$ cat config.mk
export PLATFORM = sky130hd
export DESIGN_NAME = rgba_pixel_dimmer_unit
export DESIGN_NICKNAME = d
export VERILOG_FILES = /design/src/rpd_pkg.sv /design/src/rpd_cfg.sv /design/src/rpd_gray.sv /design/src/rpd_blend.sv /design/src/rpd_offset.sv /design/src/rgba_pixel_dimmer_unit.sv
export VERILOG_INCLUDE_DIRS = /design/src /design/src/src
export SDC_FILE = /design/constraint.sdc
export NUM_CORES = 1
export LEC_CHECK = 0
export BUFFER_PORTS_ARGS = -buffer_cell sky130_fd_sc_hd__clkbuf_2
export CORE_MARGIN = 1
export CORE_UTILIZATION = 45
export CTS_CLUSTER_SIZE = 40
export DETAILED_ROUTE_END_ITERATION = 10
export GPL_TIMING_DRIVEN = 0
export SLEW_MARGIN = 20
export SYNTH_ARGS = -nofsm -noshare
export SYNTH_HDL_FRONTEND = slang
export SYNTH_SLANG_ARGS = --single-unit
$ cat constraint.sdc
create_clock -name clk -period 9.39 [get_ports clk]
set_input_delay 2.3475 -clock clk [delete_from_list [all_inputs] [get_ports clk]]
set_output_delay 2.3475 -clock clk [all_outputs]
set_load 0.005 [all_outputs]
$ cat src/rgba_pixel_dimmer_unit_defines.svh
// assertion macros shared by the pixel dimmer rtl
`ifndef RGBA_PIXEL_DIMMER_UNIT_DEFINES_SVH
`define RGBA_PIXEL_DIMMER_UNIT_DEFINES_SVH

// check that is held off while reset is asserted
`define RPD_ASSERT_RST(label, prop, msg) \
  label: assert property (@(posedge clk) disable iff (!rst_n) prop) else $error(msg);

// check that holds on every edge, reset included
`define RPD_ASSERT(label, prop, msg) \
  label: assert property (@(posedge clk) prop) else $error(msg);

`endif

$ cat src/rpd_pkg.sv
// types and constants shared by the pixel dimmer modules
package rpd_pkg;

  // configuration register indexes
  localparam logic [1:0] REG_DESAT  = 2'd0;
  localparam logic [1:0] REG_OFFSET = 2'd1;
  localparam logic [1:0] REG_GAIN   = 2'd2;

  localparam logic [8:0]  FULL_WEIGHT = 9'd256;
  localparam logic [15:0] GAIN_RESET  = 16'd256;
  // floor(n / 3) == (n * 683) >> 11 for every n below 2048
  localparam logic [9:0]  RECIP_3     = 10'd683;

  // live settings seen by the datapath
  typedef struct packed {
    logic [8:0]        desat;   // already limited to 0..256
    logic signed [8:0] offset;
    logic [15:0]       gain;
  } cfg_t;

  typedef struct packed {
    logic [7:0] red;
    logic [7:0] green;
    logic [7:0] blue;
    logic [7:0] alpha;
  } pix_t;

  // after the channel sum and alpha product
  typedef struct packed {
    logic [7:0]  red;
    logic [7:0]  green;
    logic [7:0]  blue;
    logic [9:0]  sum;
    logic [23:0] alpha_prod;
  } s1_t;

  // after gray and alpha saturation
  typedef struct packed {
    logic [7:0] red;
    logic [7:0] green;
    logic [7:0] blue;
    logic [7:0] gray;
    logic [7:0] alpha;
  } s2_t;

endpackage

$ cat src/rpd_cfg.sv
// configuration registers of the pixel dimmer
module rpd_cfg (
  input  logic                clk,
  input  logic                rst_n,
  input  logic                cfg_valid,
  output logic                cfg_ready,
  input  logic [1:0]          cfg_index,
  input  logic [15:0]         cfg_data,
  output rpd_pkg::cfg_t       cfg_o
);

  logic [8:0]  desat_r;
  logic [8:0]  offset_r;
  logic [15:0] gain_r;

  assign cfg_ready = 1'b1;

  // register writes, unknown indexes dropped
  always_ff @(posedge clk) begin
    if (!rst_n) begin
      desat_r  <= '0;
      offset_r <= '0;
      gain_r   <= rpd_pkg::GAIN_RESET;
    end else if (cfg_valid) begin
      case (cfg_index)
        rpd_pkg::REG_DESAT:  desat_r  <= cfg_data[8:0];
        rpd_pkg::REG_OFFSET: offset_r <= cfg_data[8:0];
        rpd_pkg::REG_GAIN:   gain_r   <= cfg_data;
        default: ;
      endcase
    end
  end

  // weight above full saturates to full gray
  always_comb begin
    cfg_o.desat  = (desat_r > rpd_pkg::FULL_WEIGHT) ? rpd_pkg::FULL_WEIGHT : desat_r;
    cfg_o.offset = $signed(offset_r);
    cfg_o.gain   = gain_r;
  end

endmodule

$ cat src/rpd_gray.sv
// first two stages: channel sum, gray by reciprocal, alpha scale
module rpd_gray (
  input  logic            clk,
  input  logic            rst_n,
  input  logic            en,
  input  rpd_pkg::cfg_t   cfg_i,
  input  logic            valid_i,
  input  rpd_pkg::pix_t   pix_i,
  output logic            valid1_o,
  output logic            valid_o,
  output rpd_pkg::s2_t    s2_o
);

  logic          v1_r;
  logic          v2_r;
  rpd_pkg::s1_t  s1_r;
  rpd_pkg::s1_t  s1_nxt;
  rpd_pkg::s2_t  s2_r;
  rpd_pkg::s2_t  s2_nxt;
  logic [19:0]   gray_prod;

  // stage one: sum of colours and raw alpha product
  always_comb begin
    s1_nxt.red        = pix_i.red;
    s1_nxt.green      = pix_i.green;
    s1_nxt.blue       = pix_i.blue;
    s1_nxt.sum        = {2'b00, pix_i.red} + {2'b00, pix_i.green} + {2'b00, pix_i.blue};
    s1_nxt.alpha_prod = {16'd0, pix_i.alpha} * {8'd0, cfg_i.gain};
  end

  // stage two: divide by three and saturate alpha
  always_comb begin
    gray_prod     = {10'd0, s1_r.sum} * {10'd0, rpd_pkg::RECIP_3};
    s2_nxt.red    = s1_r.red;
    s2_nxt.green  = s1_r.green;
    s2_nxt.blue   = s1_r.blue;
    s2_nxt.gray   = gray_prod[18:11];
    s2_nxt.alpha  = (|s1_r.alpha_prod[23:16]) ? 8'hFF : s1_r.alpha_prod[15:8];
  end

  // valid bits
  always_ff @(posedge clk) begin
    if (!rst_n) begin
      v1_r <= 1'b0;
      v2_r <= 1'b0;
    end else if (en) begin
      v1_r <= valid_i;
      v2_r <= v1_r;
    end
  end

  // payload
  always_ff @(posedge clk) begin
    if (en) begin
      s1_r <= s1_nxt;
      s2_r <= s2_nxt;
    end
  end

  assign valid1_o = v1_r;
  assign valid_o  = v2_r;
  assign s2_o     = s2_r;

endmodule

$ cat src/rpd_blend.sv
// third stage: blend each colour toward gray
module rpd_blend (
  input  logic            clk,
  input  logic            rst_n,
  input  logic            en,
  input  rpd_pkg::cfg_t   cfg_i,
  input  logic            valid_i,
  input  rpd_pkg::s2_t    s2_i,
  output logic            valid_o,
  output rpd_pkg::pix_t   pix_o
);

  logic           v_r;
  rpd_pkg::pix_t  pix_r;
  rpd_pkg::pix_t  pix_nxt;
  logic [8:0]     keep_w;
  logic [16:0]    gray_part;
  logic [16:0]    red_mix;
  logic [16:0]    green_mix;
  logic [16:0]    blue_mix;

  // c*(256-d) + gray*d, then drop eight fraction bits
  always_comb begin
    keep_w    = rpd_pkg::FULL_WEIGHT - cfg_i.desat;
    gray_part = {9'd0, s2_i.gray} * {8'd0, cfg_i.desat};
    red_mix   = ({9'd0, s2_i.red} * {8'd0, keep_w}) + gray_part;
    green_mix = ({9'd0, s2_i.green} * {8'd0, keep_w}) + gray_part;
    blue_mix  = ({9'd0, s2_i.blue} * {8'd0, keep_w}) + gray_part;
    pix_nxt.red   = red_mix[15:8];
    pix_nxt.green = green_mix[15:8];
    pix_nxt.blue  = blue_mix[15:8];
    pix_nxt.alpha = s2_i.alpha;
  end

  always_ff @(posedge clk) begin
    if (!rst_n) begin
      v_r <= 1'b0;
    end else if (en) begin
      v_r <= valid_i;
    end
  end

  always_ff @(posedge clk) begin
    if (en) begin
      pix_r <= pix_nxt;
    end
  end

  assign valid_o = v_r;
  assign pix_o   = pix_r;

endmodule

$ cat src/rpd_offset.sv
// last stage: signed offset with clamp into the output register
module rpd_offset (
  input  logic            clk,
  input  logic            rst_n,
  input  logic            en,
  input  rpd_pkg::cfg_t   cfg_i,
  input  logic            valid_i,
  input  rpd_pkg::pix_t   pix_i,
  output logic            valid_o,
  output rpd_pkg::pix_t   pix_o
);

  logic           v_r;
  rpd_pkg::pix_t  pix_r;
  rpd_pkg::pix_t  pix_nxt;

  function automatic logic [7:0] add_clamp(input logic [7:0] c, input logic signed [8:0] off);
    logic signed [9:0] v;
    v = $signed({2'b00, c}) + {off[8], off};
    if (v < 10'sd0) begin
      add_clamp = 8'd0;
    end else if (v > 10'sd255) begin
      add_clamp = 8'hFF;
    end else begin
      add_clamp = v[7:0];
    end
  endfunction

  always_comb begin
    pix_nxt.red   = add_clamp(pix_i.red, cfg_i.offset);
    pix_nxt.green = add_clamp(pix_i.green, cfg_i.offset);
    pix_nxt.blue  = add_clamp(pix_i.blue, cfg_i.offset);
    pix_nxt.alpha = pix_i.alpha;
  end

  always_ff @(posedge clk) begin
    if (!rst_n) begin
      v_r <= 1'b0;
    end else if (en) begin
      v_r <= valid_i;
    end
  end

  always_ff @(posedge clk) begin
    if (en) begin
      pix_r <= pix_nxt;
    end
  end

  assign valid_o = v_r;
  assign pix_o   = pix_r;

endmodule

$ cat src/rgba_pixel_dimmer_unit.sv
// top level of the rgba pixel dimmer stream block
// The block takes one RGBA pixel per clock while in_tready is high and returns
// the dimmed pixel through four register stages: sum and alpha product, gray by
// reciprocal multiply with alpha saturation, blend toward gray, then offset with
// clamp into the output register. All four stages move together under one
// enable, so a stall on the output side holds every stage and in_tready falls in
// the same cycle; with out_tready high the block sustains one pixel per clock.
// Settings are taken from the configuration port and should only change while no
// pixel is in flight.
`include "rgba_pixel_dimmer_unit_defines.svh"

module rgba_pixel_dimmer_unit (
  input  logic         clk,
  input  logic         rst_n,
  input  logic         in_tvalid,
  output logic         in_tready,
  input  logic [31:0]  in_tdata,   // red_in, green_in, blue_in, alpha_in
  output logic         out_tvalid,
  input  logic         out_tready,
  output logic [31:0]  out_tdata,  // red_out, green_out, blue_out, alpha_out
  input  logic         cfg_valid,
  output logic         cfg_ready,
  input  logic [1:0]   cfg_index,
  input  logic [15:0]  cfg_data
);

  rpd_pkg::cfg_t cfg;
  rpd_pkg::pix_t in_pix;
  rpd_pkg::s2_t  s2;
  rpd_pkg::pix_t s3;
  rpd_pkg::pix_t res;
  logic          en;
  logic          v1;
  logic          v2;
  logic          v3;

  // whole pipe advances when the output register is free or being taken
  assign en        = !out_tvalid || out_tready;
  assign in_tready = en;

  // unpack input beat
  always_comb begin
    in_pix.red   = in_tdata[7:0];
    in_pix.green = in_tdata[15:8];
    in_pix.blue  = in_tdata[23:16];
    in_pix.alpha = in_tdata[31:24];
  end

  rpd_cfg u_cfg (
    .clk       (clk),
    .rst_n     (rst_n),
    .cfg_valid (cfg_valid),
    .cfg_ready (cfg_ready),
    .cfg_index (cfg_index),
    .cfg_data  (cfg_data),
    .cfg_o     (cfg)
  );

  rpd_gray u_gray (
    .clk      (clk),
    .rst_n    (rst_n),
    .en       (en),
    .cfg_i    (cfg),
    .valid_i  (in_tvalid),
    .pix_i    (in_pix),
    .valid1_o (v1),
    .valid_o  (v2),
    .s2_o     (s2)
  );

  rpd_blend u_blend (
    .clk     (clk),
    .rst_n   (rst_n),
    .en      (en),
    .cfg_i   (cfg),
    .valid_i (v2),
    .s2_i    (s2),
    .valid_o (v3),
    .pix_o   (s3)
  );

  rpd_offset u_offset (
    .clk     (clk),
    .rst_n   (rst_n),
    .en      (en),
    .cfg_i   (cfg),
    .valid_i (v3),
    .pix_i   (s3),
    .valid_o (out_tvalid),
    .pix_o   (res)
  );

  // pack output beat
  assign out_tdata = {res.alpha, res.blue, res.green, res.red};

  // checks
  `RPD_ASSERT(a_stall_blocks_input, (out_tvalid && !out_tready) |-> !in_tready, "input taken during output stall")
  `RPD_ASSERT_RST(a_desat_limited, cfg.desat <= rpd_pkg::FULL_WEIGHT, "blend weight above full")
  `RPD_ASSERT_RST(a_out_from_stage3, $rose(out_tvalid) |-> $past(v3), "result without a blended pixel")
  `RPD_ASSERT_RST(a_stage2_from_stage1, $rose(v2) |-> $past(v1), "gray stage valid without sum stage")

endmodule
==> flow_summary_export.csv <==
group,metric,value,unit
run_status,outcome,"complete, no violations",
pwr,powerDensity,283,nW/um^2
yosys,ys.flop_type,"edfxtp_1",
layout,ff_latch_area,5390,um^2
global_routing,antenna_found_initial,0,
floorplan,die_height,226,um
yosys,syn_area,22600,um^2
timing,period_minus_slack,8.78,ns
timing,fin_worst_skew,0.0155,ns
cts,insertion_delay,0.49,ns
route,via_per_inst,5.00,
yosys,synth.top_cell.area_share,0.278,
global_routing,grt_overflow,0,
timing,post-route-period-util,0.935,
layout,fin_nets,2952,
route,routed_wl,48.8,mm
route,num_vias,15000,
placement,io_buffer_count,87,
layout,fill_cells,4539,
worst_setup_path,cp-end-kind,"flip-flop",
global_routing,grt_pass1_vias,15600,
yosys,synth.top_cells.by_area,"fa_1 28%, edfxtp_1 20%, ha_1 14%",
timing,worst_pin_slew,0.925,ns
floorplan,pin_count,90,
worst_setup_path,crit_fanout,12,
flow_run,maxCapViolations,0,
route,ant_nets,0,
timing,setup_slack,0.612,ns
cts,numClockSinks,192,
floorplan,die_w,226,um
yosys,synth_area_leader_cell,"fa_1",
global_routing,grt_pass1_wl,79.6,mm
timing,report.final.slew_viol_count,0,
placement,detailed_place_hpwl,40.5,mm
cts,numCtsBuffers,17,
timing,relSlewSlack,0.381,
cts,clk_path_buf_depth,2,
yosys,ys_seq_area_frac,0.238,
worst_setup_path,crit_type,"reg2reg",
cts,htree_levels,4,
layout,fin_util,0.501,
timing,setup_tns,0,ns
cts,cts_hold_buf,0,
layout,drive_above_1_share,0.0659,
floorplan,initial_core_util,0.460,
pwr,vdd_drop_max,0.000446,V
floorplan,rows,81,
cts,cts_tree,"built",
layout,antenna_cells,0,
placement,gp_congestion,0.857,
timing,holdWs,0.422,ns
global_routing,grt_max_degree,59,
cts,cts_setup_buffers,0,
worst_setup_path,setup.worst_path.start_class,"flip-flop",
yosys,synth_seq_cells,192,
timing,rsz0062_at_grt,"false",
route,wl_per_cell,16.3,um
layout,syn_to_final_growth,8.88,%
layout,final_cell_mix,"412 x inv_1, 315 x fa_1, 259 x ha_1, 236 x nand2_1, 226 x and2_1",
yosys,async_flop_share,0,
route,drt_iter0_drc,662,
yosys,synth_cell_types,72,
worst_setup_path,critPathArrivalTime,8.99,ns
route,drc_errors,0,
yosys,synthCells,2215,
cts,path_clk_slew,0.08,ns
floorplan,placeableCoreArea,49300,um^2
placement,dp_slack,-0.116,ns
route,firstDrtPassIters,5,
worst_setup_path,cp.required,9.60,ns
layout,multi_input_area,15400,um^2
min_path,worstHoldPathType,"reg2reg",
floorplan,die-area,51200,um^2
layout,final_common_cell,"inv_1",
cts,cts_root_buffer,"clkbuf_16",
yosys,synth_edf_count,154,
yosys,synth_area_per_cell,10.2,um^2
yosys,synth_warnings,0,
pwr,finalPower,6.98,mW
timing,setup_viol,0,
yosys,synth_fp_nets,2844,
global_routing,grt_usage,0.202,
timing,fmax,0.114,GHz
cts,postCtsResizedCells,1,
timing,hold_viol_final,0,
pwr,leakage,11.6,nW
-- final timing paths --
| path | start | cells after the start | end | slack, ns |
|---|---|---|---|---|
| min reg2reg | u_gray.s2_o[6] | 0 | u_blend.pix_o[6] | 0.42 |
| max | u_cfg.desat_r[8] | 27 | u_blend.pix_o[31] | 0.61 |
| max reg2reg | u_cfg.desat_r[8] | 27 | u_blend.pix_o[31] | 0.61 |
| min | u_gray.s2_o[6] | 0 | u_blend.pix_o[6] | 0.42 |
-- worst max-delay path: stages, from the launching register on --
cell	delay, ns
dfxtp_1	0.33
buf_4	0.17
and2b_2	0.38
buf_2	0.38
nand2_1	0.12
fa_1	0.47
fa_1	0.49
inv_1	0.05
fa_1	0.47
inv_1	0.05
fa_1	0.48
inv_1	0.04
ha_1	0.28
inv_1	0.07
xnor2_1	0.56
fa_1	0.56
fa_1	0.51
inv_1	0.06
fa_1	0.55
fa_1	0.42
ha_1	0.23
or4_1	0.43
o221ai_1	0.29
a41oi_1	0.24
o21ai_1	0.27
nor2b_1	0.26
o311ai_1	0.17
xnor2_1	0.15
-- cell usage after synthesis, types with 3 or more instances --
cell        n
fa_1      315
nand4b_1    3
o32ai_1     3
a31oi_1     3
nor3_1     21
xnor2_1    76
a21o_1     22
ha_1      259
or2_2       9
nor2b_1    32
or3_1       3
nand2_1   236
clkbuf_1   68
nand2b_1   10
mux2i_1    21
edfxtp_1  154
dfxtp_1    38
a211oi_1    3
a21boi_0   16
o21a_1     35
a21oi_1    46
nand3_1     9
nor2_1     48
and2b_1     5
buf_1       6
and2_1    226
xor2_1     32
inv_1     412
o21bai_1   21
o21ai_0    16
o41a_1      3
and3_1      6
nor4_1      4
-- state kept, by name, indices dropped and copies added (netlist names) --
| register | cells |
|---|---|
| u_cfg.desat_r | 9 |
| u_blend.valid_o | 1 |
| u_blend.pix_o | 32 |
| u_gray.valid_o | 1 |
| u_gray.valid1_o | 1 |
| u_offset.pix_o | 32 |
| u_offset.valid_o | 1 |
| u_cfg.offset_r | 9 |
| u_cfg.gain_r | 16 |
| u_gray.s1_r | 50 |
| u_gray.s2_o | 40 |
-- area by class of cell --
class                           instances  share of cell area
Clock buffer                           17              0.0173
Multi-Input combinational cell       1533               0.625
Buffer                                 77              0.0124
Tap cell                              664              0.0337
Clock inverter                         15             0.00913
Timing Repair Buffer                   90              0.0210
Sequential cell                       192               0.218
Inverter                              412              0.0627
-- metrics by stage --
stage | instances | area [um^2]
after floorplan | 2215 | 22600
after global placement | 2966 | 23900
after detailed placement | 2969 | 24000
after CTS | 3001 | 24700
after global routing | 3000 | 24700
final | 3000 | 24700
-- kinds of logic (layout without fill, tap and decap cells) --
family | after synthesis | after routing | synth area share
other | 1 | 1 | 0.000166
muxes | 23 | 23 | 0.0104
AOI/OAI and AO/OA | 198 | 198 | 0.0623
and+or+nand+nor | 629 | 629 | 0.144
xor gates and xnor gates | 108 | 108 | 0.0418
DFF | 192 | 192 | 0.238
adders and majority gates | 574 | 574 | 0.422
buffers and inverters | 490 | 611 | 0.0817
-- per-layer routing --
layer | vias to the layer above | global-route usage | part of all wire
li1 | 7216 | - | -
met1 | 7518 | 0.276 | 0.46
met2 | 216 | 0.332 | 0.48
met3 | 46 | 0.0311 | 0.038
met4 | 0 | 0.0606 | 0.019
met5 | - | 0 | 0
-- report_power, final --
part | switching [mW] | internal (mW)
registers | 0.134 | 1.38
clock network | 0.405 | 0.376
logic | 2.56 | 2.12
total | 3.10 | 3.87
(Power assumes the default switching activity.)
